$ cat config.mk
export PLATFORM = sky130hd
export DESIGN_NAME = load_event_detector_with_cooldown_core
export DESIGN_NICKNAME = d
export VERILOG_FILES = /design/src/rtl/ldc_pkg.sv /design/src/rtl/ldc_csr.sv /design/src/rtl/ldc_detect.sv /design/src/rtl/ldc_cooldown.sv /design/src/rtl/load_event_detector_with_cooldown_core.sv
export SDC_FILE = /design/constraint.sdc
export NUM_CORES = 1
export LEC_CHECK = 0
export BUFFER_PORTS_ARGS = -buffer_cell sky130_fd_sc_hd__clkbuf_2
export CAP_MARGIN = 20
export CELL_PAD_IN_SITES_DETAIL_PLACEMENT = 1
export CELL_PAD_IN_SITES_GLOBAL_PLACEMENT = 2
export CORE_MARGIN = 5
export CORE_UTILIZATION = 41
export DETAILED_ROUTE_END_ITERATION = 16
export GPL_TIMING_DRIVEN = 0
export HOLD_SLACK_MARGIN = 0.15
export PLACE_DENSITY_LB_ADDON = 0.1
export SYNTH_ARGS = -nofsm -noshare
export SYNTH_HDL_FRONTEND = slang
export SYNTH_SLANG_ARGS = --single-unit
$ cat constraint.sdc
create_clock -name clock -period 12.1 [get_ports clock]
set_input_delay 1.21 -clock clock [delete_from_list [all_inputs] [get_ports clock]]
set_output_delay 1.21 -clock clock [all_outputs]
set_load 0.01 [all_outputs]
$ cat src/rtl/ldc_pkg.sv
// Shared types and constants for the load event detector.
// Used by every rtl module of the block; depends on nothing.
package ldc_pkg;

   localparam int unsigned CurrentWidth = 16;
   localparam int unsigned PowerWidth   = 24;
   localparam int unsigned TimeWidth    = 32;
   localparam int unsigned LevelWidth   = 16;
   localparam int unsigned CoolWidth    = 16;

   localparam int unsigned EVENT_KINDS = 3;

   // event kinds, also the slot order of the cooldown bank
   localparam int unsigned KIND_SPIKE      = 0;
   localparam int unsigned KIND_OVERLOAD   = 1;
   localparam int unsigned KIND_POWER_DOWN = 2;

   // configuration port
   localparam int unsigned CsrIndexWidth = 3;
   localparam int unsigned CsrDataWidth  = 24;

   localparam logic [CsrIndexWidth-1:0] CSR_OVERLOAD_LIMIT = 3'd0;
   localparam logic [CsrIndexWidth-1:0] CSR_SPIKE_DELTA    = 3'd1;
   localparam logic [CsrIndexWidth-1:0] CSR_ACTIVE_LEVEL   = 3'd2;
   localparam logic [CsrIndexWidth-1:0] CSR_ZERO_LEVEL     = 3'd3;
   localparam logic [CsrIndexWidth-1:0] CSR_COOLDOWN       = 3'd4;

   localparam logic [CurrentWidth-1:0] OVERLOAD_LIMIT_RESET = 16'd10000;
   localparam logic [PowerWidth-1:0]   SPIKE_DELTA_RESET    = 24'd500000;
   localparam logic [LevelWidth-1:0]   ACTIVE_LEVEL_RESET   = 16'd50;
   localparam logic [LevelWidth-1:0]   ZERO_LEVEL_RESET     = 16'd10;
   localparam logic [CoolWidth-1:0]    COOLDOWN_RESET       = 16'd10;

   // stream payload widths
   localparam int unsigned ReqDataWidth = 72;
   localparam int unsigned RspDataWidth = 40;

   typedef struct packed {
      logic [CurrentWidth-1:0] overload_current_limit;
      logic [PowerWidth-1:0]   spike_power_delta;
      logic [LevelWidth-1:0]   active_level;
      logic [LevelWidth-1:0]   zero_level;
      logic [CoolWidth-1:0]    cooldown_seconds;
   } cfg_type;

   typedef struct packed {
      logic                    sample_valid;
      logic [CurrentWidth-1:0] current_ma;
      logic [PowerWidth-1:0]   power_mw;
      logic [TimeWidth-1:0]    sample_time;
   } sample_type;

   // detector verdict for the sample in the input register
   typedef struct packed {
      logic                   taken;
      logic [EVENT_KINDS-1:0] fire;
      logic [TimeWidth-1:0]   sample_time;
   } trig_type;

   typedef struct packed {
      logic                 sample_taken;
      logic                 spike_event;
      logic                 overload_event;
      logic                 power_down_event;
      logic [TimeWidth-1:0] event_time;
   } result_type;

endpackage

$ cat src/rtl/ldc_csr.sv
// Configuration register file for the load event detector.
// Depends on ldc_pkg.
module ldc_csr (
   input  logic                              clock,
   input  logic                              reset,
   input  logic                              csr_we,
   input  logic [ldc_pkg::CsrIndexWidth-1:0] csr_index,
   input  logic [ldc_pkg::CsrDataWidth-1:0]  csr_wdata,
   output ldc_pkg::cfg_type                  cfg
);

   ldc_pkg::cfg_type cfg_ff;
   ldc_pkg::cfg_type cfg_in;

   always_comb begin
      cfg_in = cfg_ff;
      if (csr_we) begin
         unique case (csr_index)
            ldc_pkg::CSR_OVERLOAD_LIMIT:
               cfg_in.overload_current_limit = csr_wdata[ldc_pkg::CurrentWidth-1:0];
            ldc_pkg::CSR_SPIKE_DELTA:
               cfg_in.spike_power_delta = csr_wdata[ldc_pkg::PowerWidth-1:0];
            ldc_pkg::CSR_ACTIVE_LEVEL:
               cfg_in.active_level = csr_wdata[ldc_pkg::LevelWidth-1:0];
            ldc_pkg::CSR_ZERO_LEVEL:
               cfg_in.zero_level = csr_wdata[ldc_pkg::LevelWidth-1:0];
            ldc_pkg::CSR_COOLDOWN:
               cfg_in.cooldown_seconds = csr_wdata[ldc_pkg::CoolWidth-1:0];
            default: ;  // drop writes beyond the register list
         endcase
      end
   end

   always_ff @(posedge clock) begin
      if (reset) begin
         cfg_ff.overload_current_limit <= ldc_pkg::OVERLOAD_LIMIT_RESET;
         cfg_ff.spike_power_delta      <= ldc_pkg::SPIKE_DELTA_RESET;
         cfg_ff.active_level           <= ldc_pkg::ACTIVE_LEVEL_RESET;
         cfg_ff.zero_level             <= ldc_pkg::ZERO_LEVEL_RESET;
         cfg_ff.cooldown_seconds       <= ldc_pkg::COOLDOWN_RESET;
      end else begin
         cfg_ff <= cfg_in;
      end
   end

   assign cfg = cfg_ff;

endmodule

$ cat src/rtl/ldc_detect.sv
// Event detection against the previous taken sample; holds the baseline state.
// Depends on ldc_pkg.
module ldc_detect (
   input  logic                clock,
   input  logic                reset,
   input  logic                step,
   input  ldc_pkg::sample_type sample,
   input  ldc_pkg::cfg_type    cfg,
   output ldc_pkg::trig_type   trig
);

   logic [ldc_pkg::CurrentWidth-1:0] prev_current_ff, prev_current_in;
   logic [ldc_pkg::PowerWidth-1:0]   prev_power_ff, prev_power_in;
   logic [ldc_pkg::TimeWidth-1:0]    prev_time_ff, prev_time_in;
   logic                             baseline_ff, baseline_in;
   logic                             latch_ff, latch_in;

   logic                           over_now;
   logic                           first;
   logic                           fresh;
   logic [ldc_pkg::PowerWidth-1:0] rise;
   logic                           spike_hit;
   logic                           prev_active;
   logic                           now_zero;

   always_comb begin
      over_now = sample.current_ma > cfg.overload_current_limit;
      first    = sample.sample_valid && !baseline_ff;
      fresh    = sample.sample_valid && baseline_ff && (sample.sample_time != prev_time_ff);
      rise     = sample.power_mw - prev_power_ff;
      spike_hit = (sample.power_mw > prev_power_ff) && (rise > cfg.spike_power_delta);
      prev_active = (prev_current_ff > cfg.active_level) ||
                    (prev_power_ff > {{(ldc_pkg::PowerWidth-ldc_pkg::LevelWidth){1'b0}},
                                      cfg.active_level});
      now_zero = (sample.current_ma <= cfg.zero_level) &&
                 (sample.power_mw <= {{(ldc_pkg::PowerWidth-ldc_pkg::LevelWidth){1'b0}},
                                      cfg.zero_level});

      trig.taken       = first || fresh;
      trig.sample_time = sample.sample_time;
      trig.fire        = '0;
      trig.fire[ldc_pkg::KIND_SPIKE]      = fresh && spike_hit;
      trig.fire[ldc_pkg::KIND_OVERLOAD]   = fresh && over_now && !latch_ff;
      trig.fire[ldc_pkg::KIND_POWER_DOWN] = fresh && prev_active && now_zero;

      prev_current_in = prev_current_ff;
      prev_power_in   = prev_power_ff;
      prev_time_in    = prev_time_ff;
      baseline_in     = baseline_ff;
      latch_in        = latch_ff;
      if (step && (first || fresh)) begin
         prev_current_in = sample.current_ma;
         prev_power_in   = sample.power_mw;
         prev_time_in    = sample.sample_time;
         baseline_in     = 1'b1;
         latch_in        = over_now;
      end
   end

   always_ff @(posedge clock) begin
      if (reset) begin
         prev_current_ff <= '0;
         prev_power_ff   <= '0;
         prev_time_ff    <= '0;
         baseline_ff     <= 1'b0;
         latch_ff        <= 1'b0;
      end else begin
         prev_current_ff <= prev_current_in;
         prev_power_ff   <= prev_power_in;
         prev_time_ff    <= prev_time_in;
         baseline_ff     <= baseline_in;
         latch_ff        <= latch_in;
      end
   end

endmodule

$ cat src/rtl/ldc_cooldown.sv
// One cooldown slot: last emission time of one event kind and its gate.
// Depends on ldc_pkg.
module ldc_cooldown (
   input  logic                           clock,
   input  logic                           reset,
   input  logic                           step,
   input  logic                           fire,
   input  logic [ldc_pkg::TimeWidth-1:0]  sample_time,
   input  logic [ldc_pkg::CoolWidth-1:0]  cooldown_seconds,
   output logic                           emit
);

   logic [ldc_pkg::TimeWidth-1:0] last_ff, last_in;
   logic [ldc_pkg::TimeWidth-1:0] gap;
   logic                          open;

   always_comb begin
      gap  = sample_time - last_ff;
      // a zero time means never emitted; otherwise require a later time past the window
      open = (last_ff == '0) ||
             ((sample_time > last_ff) &&
              (gap >= {{(ldc_pkg::TimeWidth-ldc_pkg::CoolWidth){1'b0}}, cooldown_seconds}));
      emit    = fire && open;
      last_in = (step && emit) ? sample_time : last_ff;
   end

   always_ff @(posedge clock) begin
      if (reset) begin
         last_ff <= '0;
      end else begin
         last_ff <= last_in;
      end
   end

endmodule

$ cat src/rtl/load_event_detector_with_cooldown_core.sv
// Load event detector: one sample enters per clock while rsp_tready is high,
// and its result passes the input register, the detect and cooldown logic and
// the result register. The only loop is the registered update of the baseline
// and the per-kind emission times. req_tready follows rsp_tready combinationally
// when both registers are full. Write configuration only while no sample is in
// flight.
module load_event_detector_with_cooldown_core (
   input  logic                              clock,
   input  logic                              reset,
   input  logic                              req_tvalid,
   output logic                              req_tready,
   // [15:0] current_ma, [39:16] power_mw, [71:40] sample_time
   input  logic [ldc_pkg::ReqDataWidth-1:0]  req_tdata,
   // [0] sample_valid
   input  logic                              req_tuser,
   output logic                              rsp_tvalid,
   input  logic                              rsp_tready,
   // [0] sample_taken, [1] spike_event, [2] overload_event,
   // [3] power_down_event, [35:4] event_time, [39:36] zero
   output logic [ldc_pkg::RspDataWidth-1:0]  rsp_tdata,
   input  logic                              csr_we,
   input  logic [ldc_pkg::CsrIndexWidth-1:0] csr_index,
   input  logic [ldc_pkg::CsrDataWidth-1:0]  csr_wdata
);

   ldc_pkg::cfg_type    cfg;
   ldc_pkg::sample_type in_ff, in_in;
   logic                in_valid_ff, in_valid_in;
   ldc_pkg::result_type rsp_ff, rsp_in;
   logic                rsp_valid_ff, rsp_valid_in;
   ldc_pkg::trig_type   trig;
   logic [ldc_pkg::EVENT_KINDS-1:0] emit;
   logic                advance;
   logic                req_xfer;

   ldc_csr u_csr (
      .clock     (clock),
      .reset     (reset),
      .csr_we    (csr_we),
      .csr_index (csr_index),
      .csr_wdata (csr_wdata),
      .cfg       (cfg)
   );

   ldc_detect u_detect (
      .clock  (clock),
      .reset  (reset),
      .step   (advance),
      .sample (in_ff),
      .cfg    (cfg),
      .trig   (trig)
   );

   for (genvar k = 0; k < ldc_pkg::EVENT_KINDS; k++) begin : g_cool
      ldc_cooldown u_cool (
         .clock            (clock),
         .reset            (reset),
         .step             (advance),
         .fire             (trig.fire[k]),
         .sample_time      (trig.sample_time),
         .cooldown_seconds (cfg.cooldown_seconds),
         .emit             (emit[k])
      );
   end

   always_comb begin
      advance    = in_valid_ff && (!rsp_valid_ff || rsp_tready);
      req_tready = !in_valid_ff || advance;
      req_xfer   = req_tvalid && req_tready;

      in_valid_in = req_xfer ? 1'b1 : (advance ? 1'b0 : in_valid_ff);
      in_in       = in_ff;
      if (req_xfer) begin
         in_in.sample_valid = req_tuser;
         in_in.current_ma   = req_tdata[15:0];
         in_in.power_mw     = req_tdata[39:16];
         in_in.sample_time  = req_tdata[71:40];
      end

      rsp_valid_in = advance ? 1'b1 : ((rsp_valid_ff && rsp_tready) ? 1'b0 : rsp_valid_ff);
      rsp_in       = rsp_ff;
      if (advance) begin
         rsp_in.sample_taken     = trig.taken;
         rsp_in.spike_event      = emit[ldc_pkg::KIND_SPIKE];
         rsp_in.overload_event   = emit[ldc_pkg::KIND_OVERLOAD];
         rsp_in.power_down_event = emit[ldc_pkg::KIND_POWER_DOWN];
         rsp_in.event_time       = trig.taken ? trig.sample_time : '0;
      end
   end

   always_ff @(posedge clock) begin
      if (reset) begin
         in_valid_ff  <= 1'b0;
         rsp_valid_ff <= 1'b0;
      end else begin
         in_valid_ff  <= in_valid_in;
         rsp_valid_ff <= rsp_valid_in;
      end
   end

   // payload registers, no reset
   always_ff @(posedge clock) begin
      in_ff  <= in_in;
      rsp_ff <= rsp_in;
   end

   assign rsp_tvalid = rsp_valid_ff;
   assign rsp_tdata  = {4'b0000, rsp_ff.event_time, rsp_ff.power_down_event,
                        rsp_ff.overload_event, rsp_ff.spike_event, rsp_ff.sample_taken};

endmodule

==> results.toml, run 1 <==
[run_status]
status = "complete, no violations"

[layout]
layout-drive-gt1-share_pct = 8.20
stdcell_area_um2 = 27700
fillers = 7076
final_nets = 3431
area_growth_pct = 13.4
instances_no_fill = 3861

[sta]
holdWs_ps = 456
tightest_slew_ps = 1040
setup_viol_count_final = 0
fin_crit_sh_pct = 55.5
worst_slack_ps = 5390
max_clock_freq_mhz = 149
clock_skew_ps = 22.8
hold_violations = 0
max_slew_margin_pct = 29.8
min_period_ps = 6710
rsz0062_at_grt = "false"
tns_ps = 0
slew_violations = 0

[yosys]
synth_edf_count = 109
ys.flop_type = "dfxtp_1"
ys_async_sr_fraction_pct = 0
synth-seq-cells = 369
synth_top_area_share_pct = 21.3
yosys-top-cells-area = "dfxtp_1 21%, ha_1 14%, edfxtp_1 13%, nand2_1 6.3%, a21oi_1 6.0%"
synthTopCellsByCount = "407 x nand2_1, 292 x a21oi_1, 272 x ha_1"
yosysSeqAreaShare_pct = 34.7
synth_area_per_cell_um2 = 8.55
synth.largest_area_cell = "dfxtp_1"
ys_warn_count = 0
post-synth-top-count-cell = "nand2_1"
syn-cell-area_um2 = 24400
post_synth_num_cell_types = 82
syn_inst = 2858

[routing]
wl_per_cell_um = 23.3
final_antenna_net_count = 0
drtPass1Iterations = 5
vias = 21600
viasPerCell = 5.60
drc = 0
routed_wl_um = 90200
first_iter_violations = 1121

[critical_path]
cp.depth = 19
arrival_ps = 7200
critPathSlowestCell = "o41ai_1"
startpoint_type = "flip-flop"
r2r-start = "in_ff[7]"
end_kind = "flip-flop"
cp_top_family = "compound AO/OA/AOI/OAI gates"
endpoint = "g_cool[1].u_cool.last_ff[15]"
r2r_cells = 19
path_buf_inv = 2
crit_start = "in_ff[7]"
r2r_slack_ps = 5390
path_cells = "ha_1 > a211oi_1 > o21ai_1 > o41ai_1 > o21bai_1 > xor2_1 > ha_1 > a21oi_1 > o32ai_1 > nor4_1 > and4_1 > o211ai_1 > nor4_1 > nand4b_1 > nor4_1 > or3b_1 > buf_2 > buf_4 > mux2i_1"
worstSetupPathType = "flip-flop to flip-flop"
crit_path_frequent_cell = "nor4_1"
regToRegEndpoint = "g_cool[1].u_cool.last_ff[15]"
crit_required_ps = 12590
crit_fanout = 10
cp_slowest_stage_delay_ps = 980

[global_route]
first_global_vias = 23000
grt-ovfl-total = 0
grt_pass1_wl_um = 137000
grt_max_degree = 42
antenna_found_initial = 2
grt.total_usage_pct = 27.4

[floorplan]
die_h_um = 254
core_um2 = 59000
io_pins = 147
die-area_um2 = 64600
start_util_pct = 41.4
num_rows = 89
die_w_um = 254

[cts]
cts.clk_slew.worst_paths_ps = 60
clockRootBuffer = "clkbuf_16"
cts_buffer_depth = 3
cts_tree = "done"
htree_levels = 2
post_cts_buffers = 0
cts_resized = 0
cts_made_buffers = 45
cts_hold_buf = 0
cts_sinks = 369
worstSkewPairLatency_ps = 590

[hold_path]
hp-class = "flip-flop to flip-flop"

[run]
maxCapViolCount = 0

[pwr]
p_leak_nw = 11.0
pwr_density_cell_nw_per_um2 = 121
ir_worst_vdd_mv = 0.114

[place]
hpwl_um = 72400
port-buffer-count = 140
gp_congestion = 0.903
preCtsSetupSlack_ps = 5500
post_dp_cell_area_um2 = 26200
placedCellCount = 3776
==> cell usage in the layout (no fill, tap or decap), types with 8 or more instances in the layout <==
cell type | synthesis | final
nand2b_1 | 146 | 146
nand2_1 | 407 | 407
clkbuf_1 | 88 | 98
nand3_1 | 42 | 42
mux2i_1 | 106 | 106
nand4_1 | 77 | 77
xnor2_1 | 91 | 91
a211o_1 | 14 | 14
and4_1 | 9 | 9
a21oi_1 | 292 | 292
a31oi_1 | 13 | 12
buf_4 | 8 | 8
o21a_1 | 43 | 43
o211ai_1 | 17 | 17
xor2_1 | 25 | 25
nor2_1 | 117 | 117
or3_1 | 9 | 9
nor4_1 | 50 | 50
a211oi_1 | 23 | 23
o21ai_0 | 79 | 79
nor2b_1 | 27 | 27
inv_1 | 232 | 232
dfxtp_1 | 260 | 260
o21bai_1 | 11 | 11
o31ai_1 | 9 | 9
clkbuf_2 | 0 | 141
and2_1 | 41 | 40
edfxtp_1 | 109 | 109
clkbuf_16 | 0 | 47
nor3_1 | 28 | 28
nand3b_1 | 15 | 15
ha_1 | 272 | 272
a21o_1 | 75 | 75
==> worst min-delay path by stage <==
stage                       from                end  slack (ps)  cells after the start
2_1_floorplan  u_detect.latch_ff  u_detect.latch_ff         430                      2
3_3_place_gp       u_csr.cfg[40]      u_csr.cfg[40]         440                      2
3_5_place_dp       u_csr.cfg[10]      u_csr.cfg[10]         450                      2
4_1_cts            u_csr.cfg[10]      u_csr.cfg[10]         460                      2
5_1_grt            u_csr.cfg[49]      u_csr.cfg[49]         470                      2
6_report           u_csr.cfg[10]      u_csr.cfg[10]         460                      2
==> through the flow <==
step / total power, mW / utilization, %
4_1_cts: 3.39 / 46.9
3_3_place_gp: 1.94 / 44.3
3_5_place_dp: 1.96 / 44.3
2_1_floorplan: 1.75 / -
6_report: 3.36 / 47.0
5_1_grt: 3.51 / 46.9
==> cell type report <==
type | instances | area, µm² | area share (%)
clock buffers | 61 | 1260 | 4.54
clock inverters | 23 | 283 | 1.02
well taps | 773 | 967 | 3.49
repair buffers | 142 | 741 | 2.67
flip-flops and latches | 369 | 8480 | 30.6
plain buffers | 110 | 509 | 1.84
multi-input cells | 2150 | 14600 | 52.7
inverters | 232 | 871 | 3.14
diodes | 1 | 2.50 | 0.00903
==> state kept, by name (all words and copies together) (netlist names) <==
signal and count:
g_cool.u_cool.last_ff 96, u_csr.cfg 88, in_ff 73, rsp_tdata 36
u_detect.prev_time_ff 32, u_detect.prev_power_ff 24, u_detect.prev_current_ff 16, in_valid_ff 1
rsp_tvalid 1, u_detect.baseline_ff 1, u_detect.latch_ff 1
==> cells by family after synthesis <==
family,synth area share [%]
simple gates,20.4
compound gates,16.4
flops,34.7
buf+inv,5.64
fa+ha+maj,14.3
xor+xnor,4.16
mux,4.39
other cells,0.0153
==> worst min-delay path: stages, from the launching register on <==
cell and delay, ps:
dfxtp_1 300, nand2_1 50, a21oi_1 50
==> power by group <==
group | switching [mW] | leakage (nW) | internal [mW] | total (mW)
clock network | 0.560 | 0.743 | 0.860 | 1.42
logic | 0.346 | 7.05 | 0.224 | 0.570
registers | 0.0552 | 3.16 | 1.31 | 1.37
total | 0.961 | 11.0 | 2.40 | 3.36
==> layer usage <==
layer	global-route usage [%]	vias up	routed length, µm
met3	2.86	181	2570
met4	12.8	0	4860
li1	-	10500	-
met2	49.9	393	45600
met5	0	-	0
met1	32.4	10600	37100
(Power assumes the default switching activity.)
==> inputs of run 2 (changes only) <==
--- a/config.mk
+++ b/config.mk
@@ -10,7 +10,7 @@
 export CELL_PAD_IN_SITES_DETAIL_PLACEMENT = 1
 export CELL_PAD_IN_SITES_GLOBAL_PLACEMENT = 2
 export CORE_MARGIN = 5
-export CORE_UTILIZATION = 41
+export CORE_UTILIZATION = 38
 export DETAILED_ROUTE_END_ITERATION = 16
 export GPL_TIMING_DRIVEN = 0
 export HOLD_SLACK_MARGIN = 0.15
==> constraint.sdc (replaced) <==
create_clock -name clock -period 6.9 [get_ports clock]
set_input_delay 0.69 -clock clock [delete_from_list [all_inputs] [get_ports clock]]
set_output_delay 0.69 -clock clock [all_outputs]
set_load 0.01 [all_outputs]
==> results.toml, run 2 (same netlist as run 1, synthesis figures left out) <==
[routing]
wl_met1_um = 37900
route.met3.wl_um = 2630
first_iter_violations = 812
drtPass1Iterations = 5
viasPerCell = 5.44
drc = 0
route.met2.wl_um = 46200
wl_per_cell_um = 23.0
routed_wl_um = 91000
top_layer = "met4"
final_antenna_net_count = 0
vias = 21500

[pwr]
pwr_density_cell_nw_per_um2 = 214
internal_power_mw = 4.23
power_frac_seq_pct = 40.3
clock_power_share_pct = 42.9
p_leak_nw = 11.0
finalPower_mw = 5.96
p_sw_share_pct = 29.0
ir_worst_vdd_mv = 0.176
p_switching_mw = 1.73
comb_power_share_pct = 16.8

[sta]
max_clock_freq_mhz = 165
holdWs_ps = 255
min_period_ps = 6050
clock_skew_ps = 39.3
worst_slack_ps = 849
tns_ps = 0
setup_viol_count_final = 0
slew_violations = 0
max_slew_margin_pct = 38.1
tightest_slew_ps = 918
rsz0062_at_grt = "false"
hold_violations = 0
fin_crit_sh_pct = 87.7

[layout]
layout_commonest_cell = "nand2_1"
final_cell_mix = "407 x nand2_1, 292 x a21oi_1, 272 x ha_1"
largest_register_ffs = 96
instances_no_fill = 3947
fin_util_pct = 43.5
area_growth_pct = 14.0
top_register = "g_cool.u_cool.last_ff"
layout-drive-gt1-share_pct = 8.41
stdcell_area_um2 = 27900
final_nets = 3433

[critical_path]
cp.depth = 24
crit_start = "in_ff[1]"
arrival_ps = 6500
crit_required_ps = 7340
cp_top_family = "simple AND/OR/NAND/NOR gates"
r2r_slack_ps = 850
endpoint = "g_cool[0].u_cool.last_ff[17]"
worstSetupPathType = "flip-flop to flip-flop"
cp_slowest_stage_delay_ps = 700
r2r_cells = 24
crit_path_frequent_cell = "nor2b_1"
path_cells = "inv_1 > fa_1 > nor2b_1 > o31ai_1 > a31oi_1 > and2_1 > o21a_1 > nor2_1 > nor2b_1 > o21a_1 > nor2_1 > xnor2_1 > ha_1 > a21oi_1 > nor2b_1 > o21ai_0 > o2111a_1 > nand4_1 > nor4_1 > nand4_1 > nor3_2 > nor2_2 > buf_6 > mux2i_1"
startpoint_type = "flip-flop"
r2r-start = "in_ff[1]"
end_kind = "flip-flop"
regToRegEndpoint = "g_cool[0].u_cool.last_ff[17]"
path_buf_inv = 2
crit_fanout = 10
critPathSlowestCell = "edfxtp_1"

[place]
post_dp_cell_area_um2 = 26300
port-buffer-count = 140
gp_congestion = 0.870
placedCellCount = 3859
hpwl_um = 73500
preCtsSetupSlack_ps = 779

[global_route]
first_global_vias = 23000
grt_pass1_wl_um = 137000
grt.total_usage_pct = 25.2
antenna_found_initial = 2
grt_max_degree = 42
grt-ovfl-total = 0

[hold_path]
hp-class = "input pin to flip-flop"
whs_path_depth = 1

[cts]
cts_hold_buf = 0
cts_sinks = 369
worstSkewPairLatency_ps = 610
cts_made_buffers = 46
htree_levels = 2
post_cts_buffers = 0
cts_buffer_depth = 3
cts_tree = "done"
cts.clk_slew.worst_paths_ps = 70
cts_resized = 0
clockRootBuffer = "clkbuf_16"

[floorplan]
start_util_pct = 38.1
io_pins = 147
core_um2 = 64100
num_rows = 93
die_h_um = 264
die_w_um = 264
die-area_um2 = 69500

[run_status]
status = "complete, no violations"

[run]
maxCapViolCount = 0
## run 2: cell type report
type	count	area, µm²
tap	855	1070
clock buffer	58	1230
multi-input combinational	2150	14600
clock inverter	28	355
buffer	110	509
antenna	2	5.00
inverter	232	871
fill	7670	36200
sequential	369	8480
timing repair buffer	143	752
## run 2: layer usage
layer  up-vias  global-route usage (%)
met5         -                       0
met4         0                    10.6
met3       162                    2.71
met2       363                    46.1
met1     10500                    30.1
li1      10500                       -
## run 2: power groups by stage
stage | Combinational [mW] | Sequential [mW] | Clock [mW]
after floorplan | 0.670 | 2.40 | 0
after global placement | 0.963 | 2.45 | 0
after detailed placement | 0.999 | 2.45 | 0
after CTS | 1.01 | 2.40 | 2.61
after global routing | 1.11 | 2.40 | 2.69
final | 1.00 | 2.40 | 2.56
## run 2: worst min path at each step
stage                            startpoint           endpoint  slack, ps
final                         req_tdata[63]          in_ff[23]        260
after global placement    u_detect.latch_ff  u_detect.latch_ff        440
after global routing          req_tdata[63]          in_ff[23]        240
after CTS                     req_tdata[63]          in_ff[23]        220
after detailed placement  u_detect.latch_ff  u_detect.latch_ff        450
after floorplan           u_detect.latch_ff  u_detect.latch_ff        430
## run 2: worst reg2reg max path, stage by stage, from the launching register on
cell	delay (ps)
edfxtp_1	700
inv_1	300
fa_1	510
nor2b_1	190
o31ai_1	120
a31oi_1	600
and2_1	250
o21a_1	110
nor2_1	50
nor2b_1	110
o21a_1	120
nor2_1	50
xnor2_1	130
ha_1	180
a21oi_1	130
nor2b_1	60
o21ai_0	370
o2111a_1	260
nand4_1	100
nor4_1	430
nand4_1	240
nor3_2	300
nor2_2	220
buf_6	230
mux2i_1	130
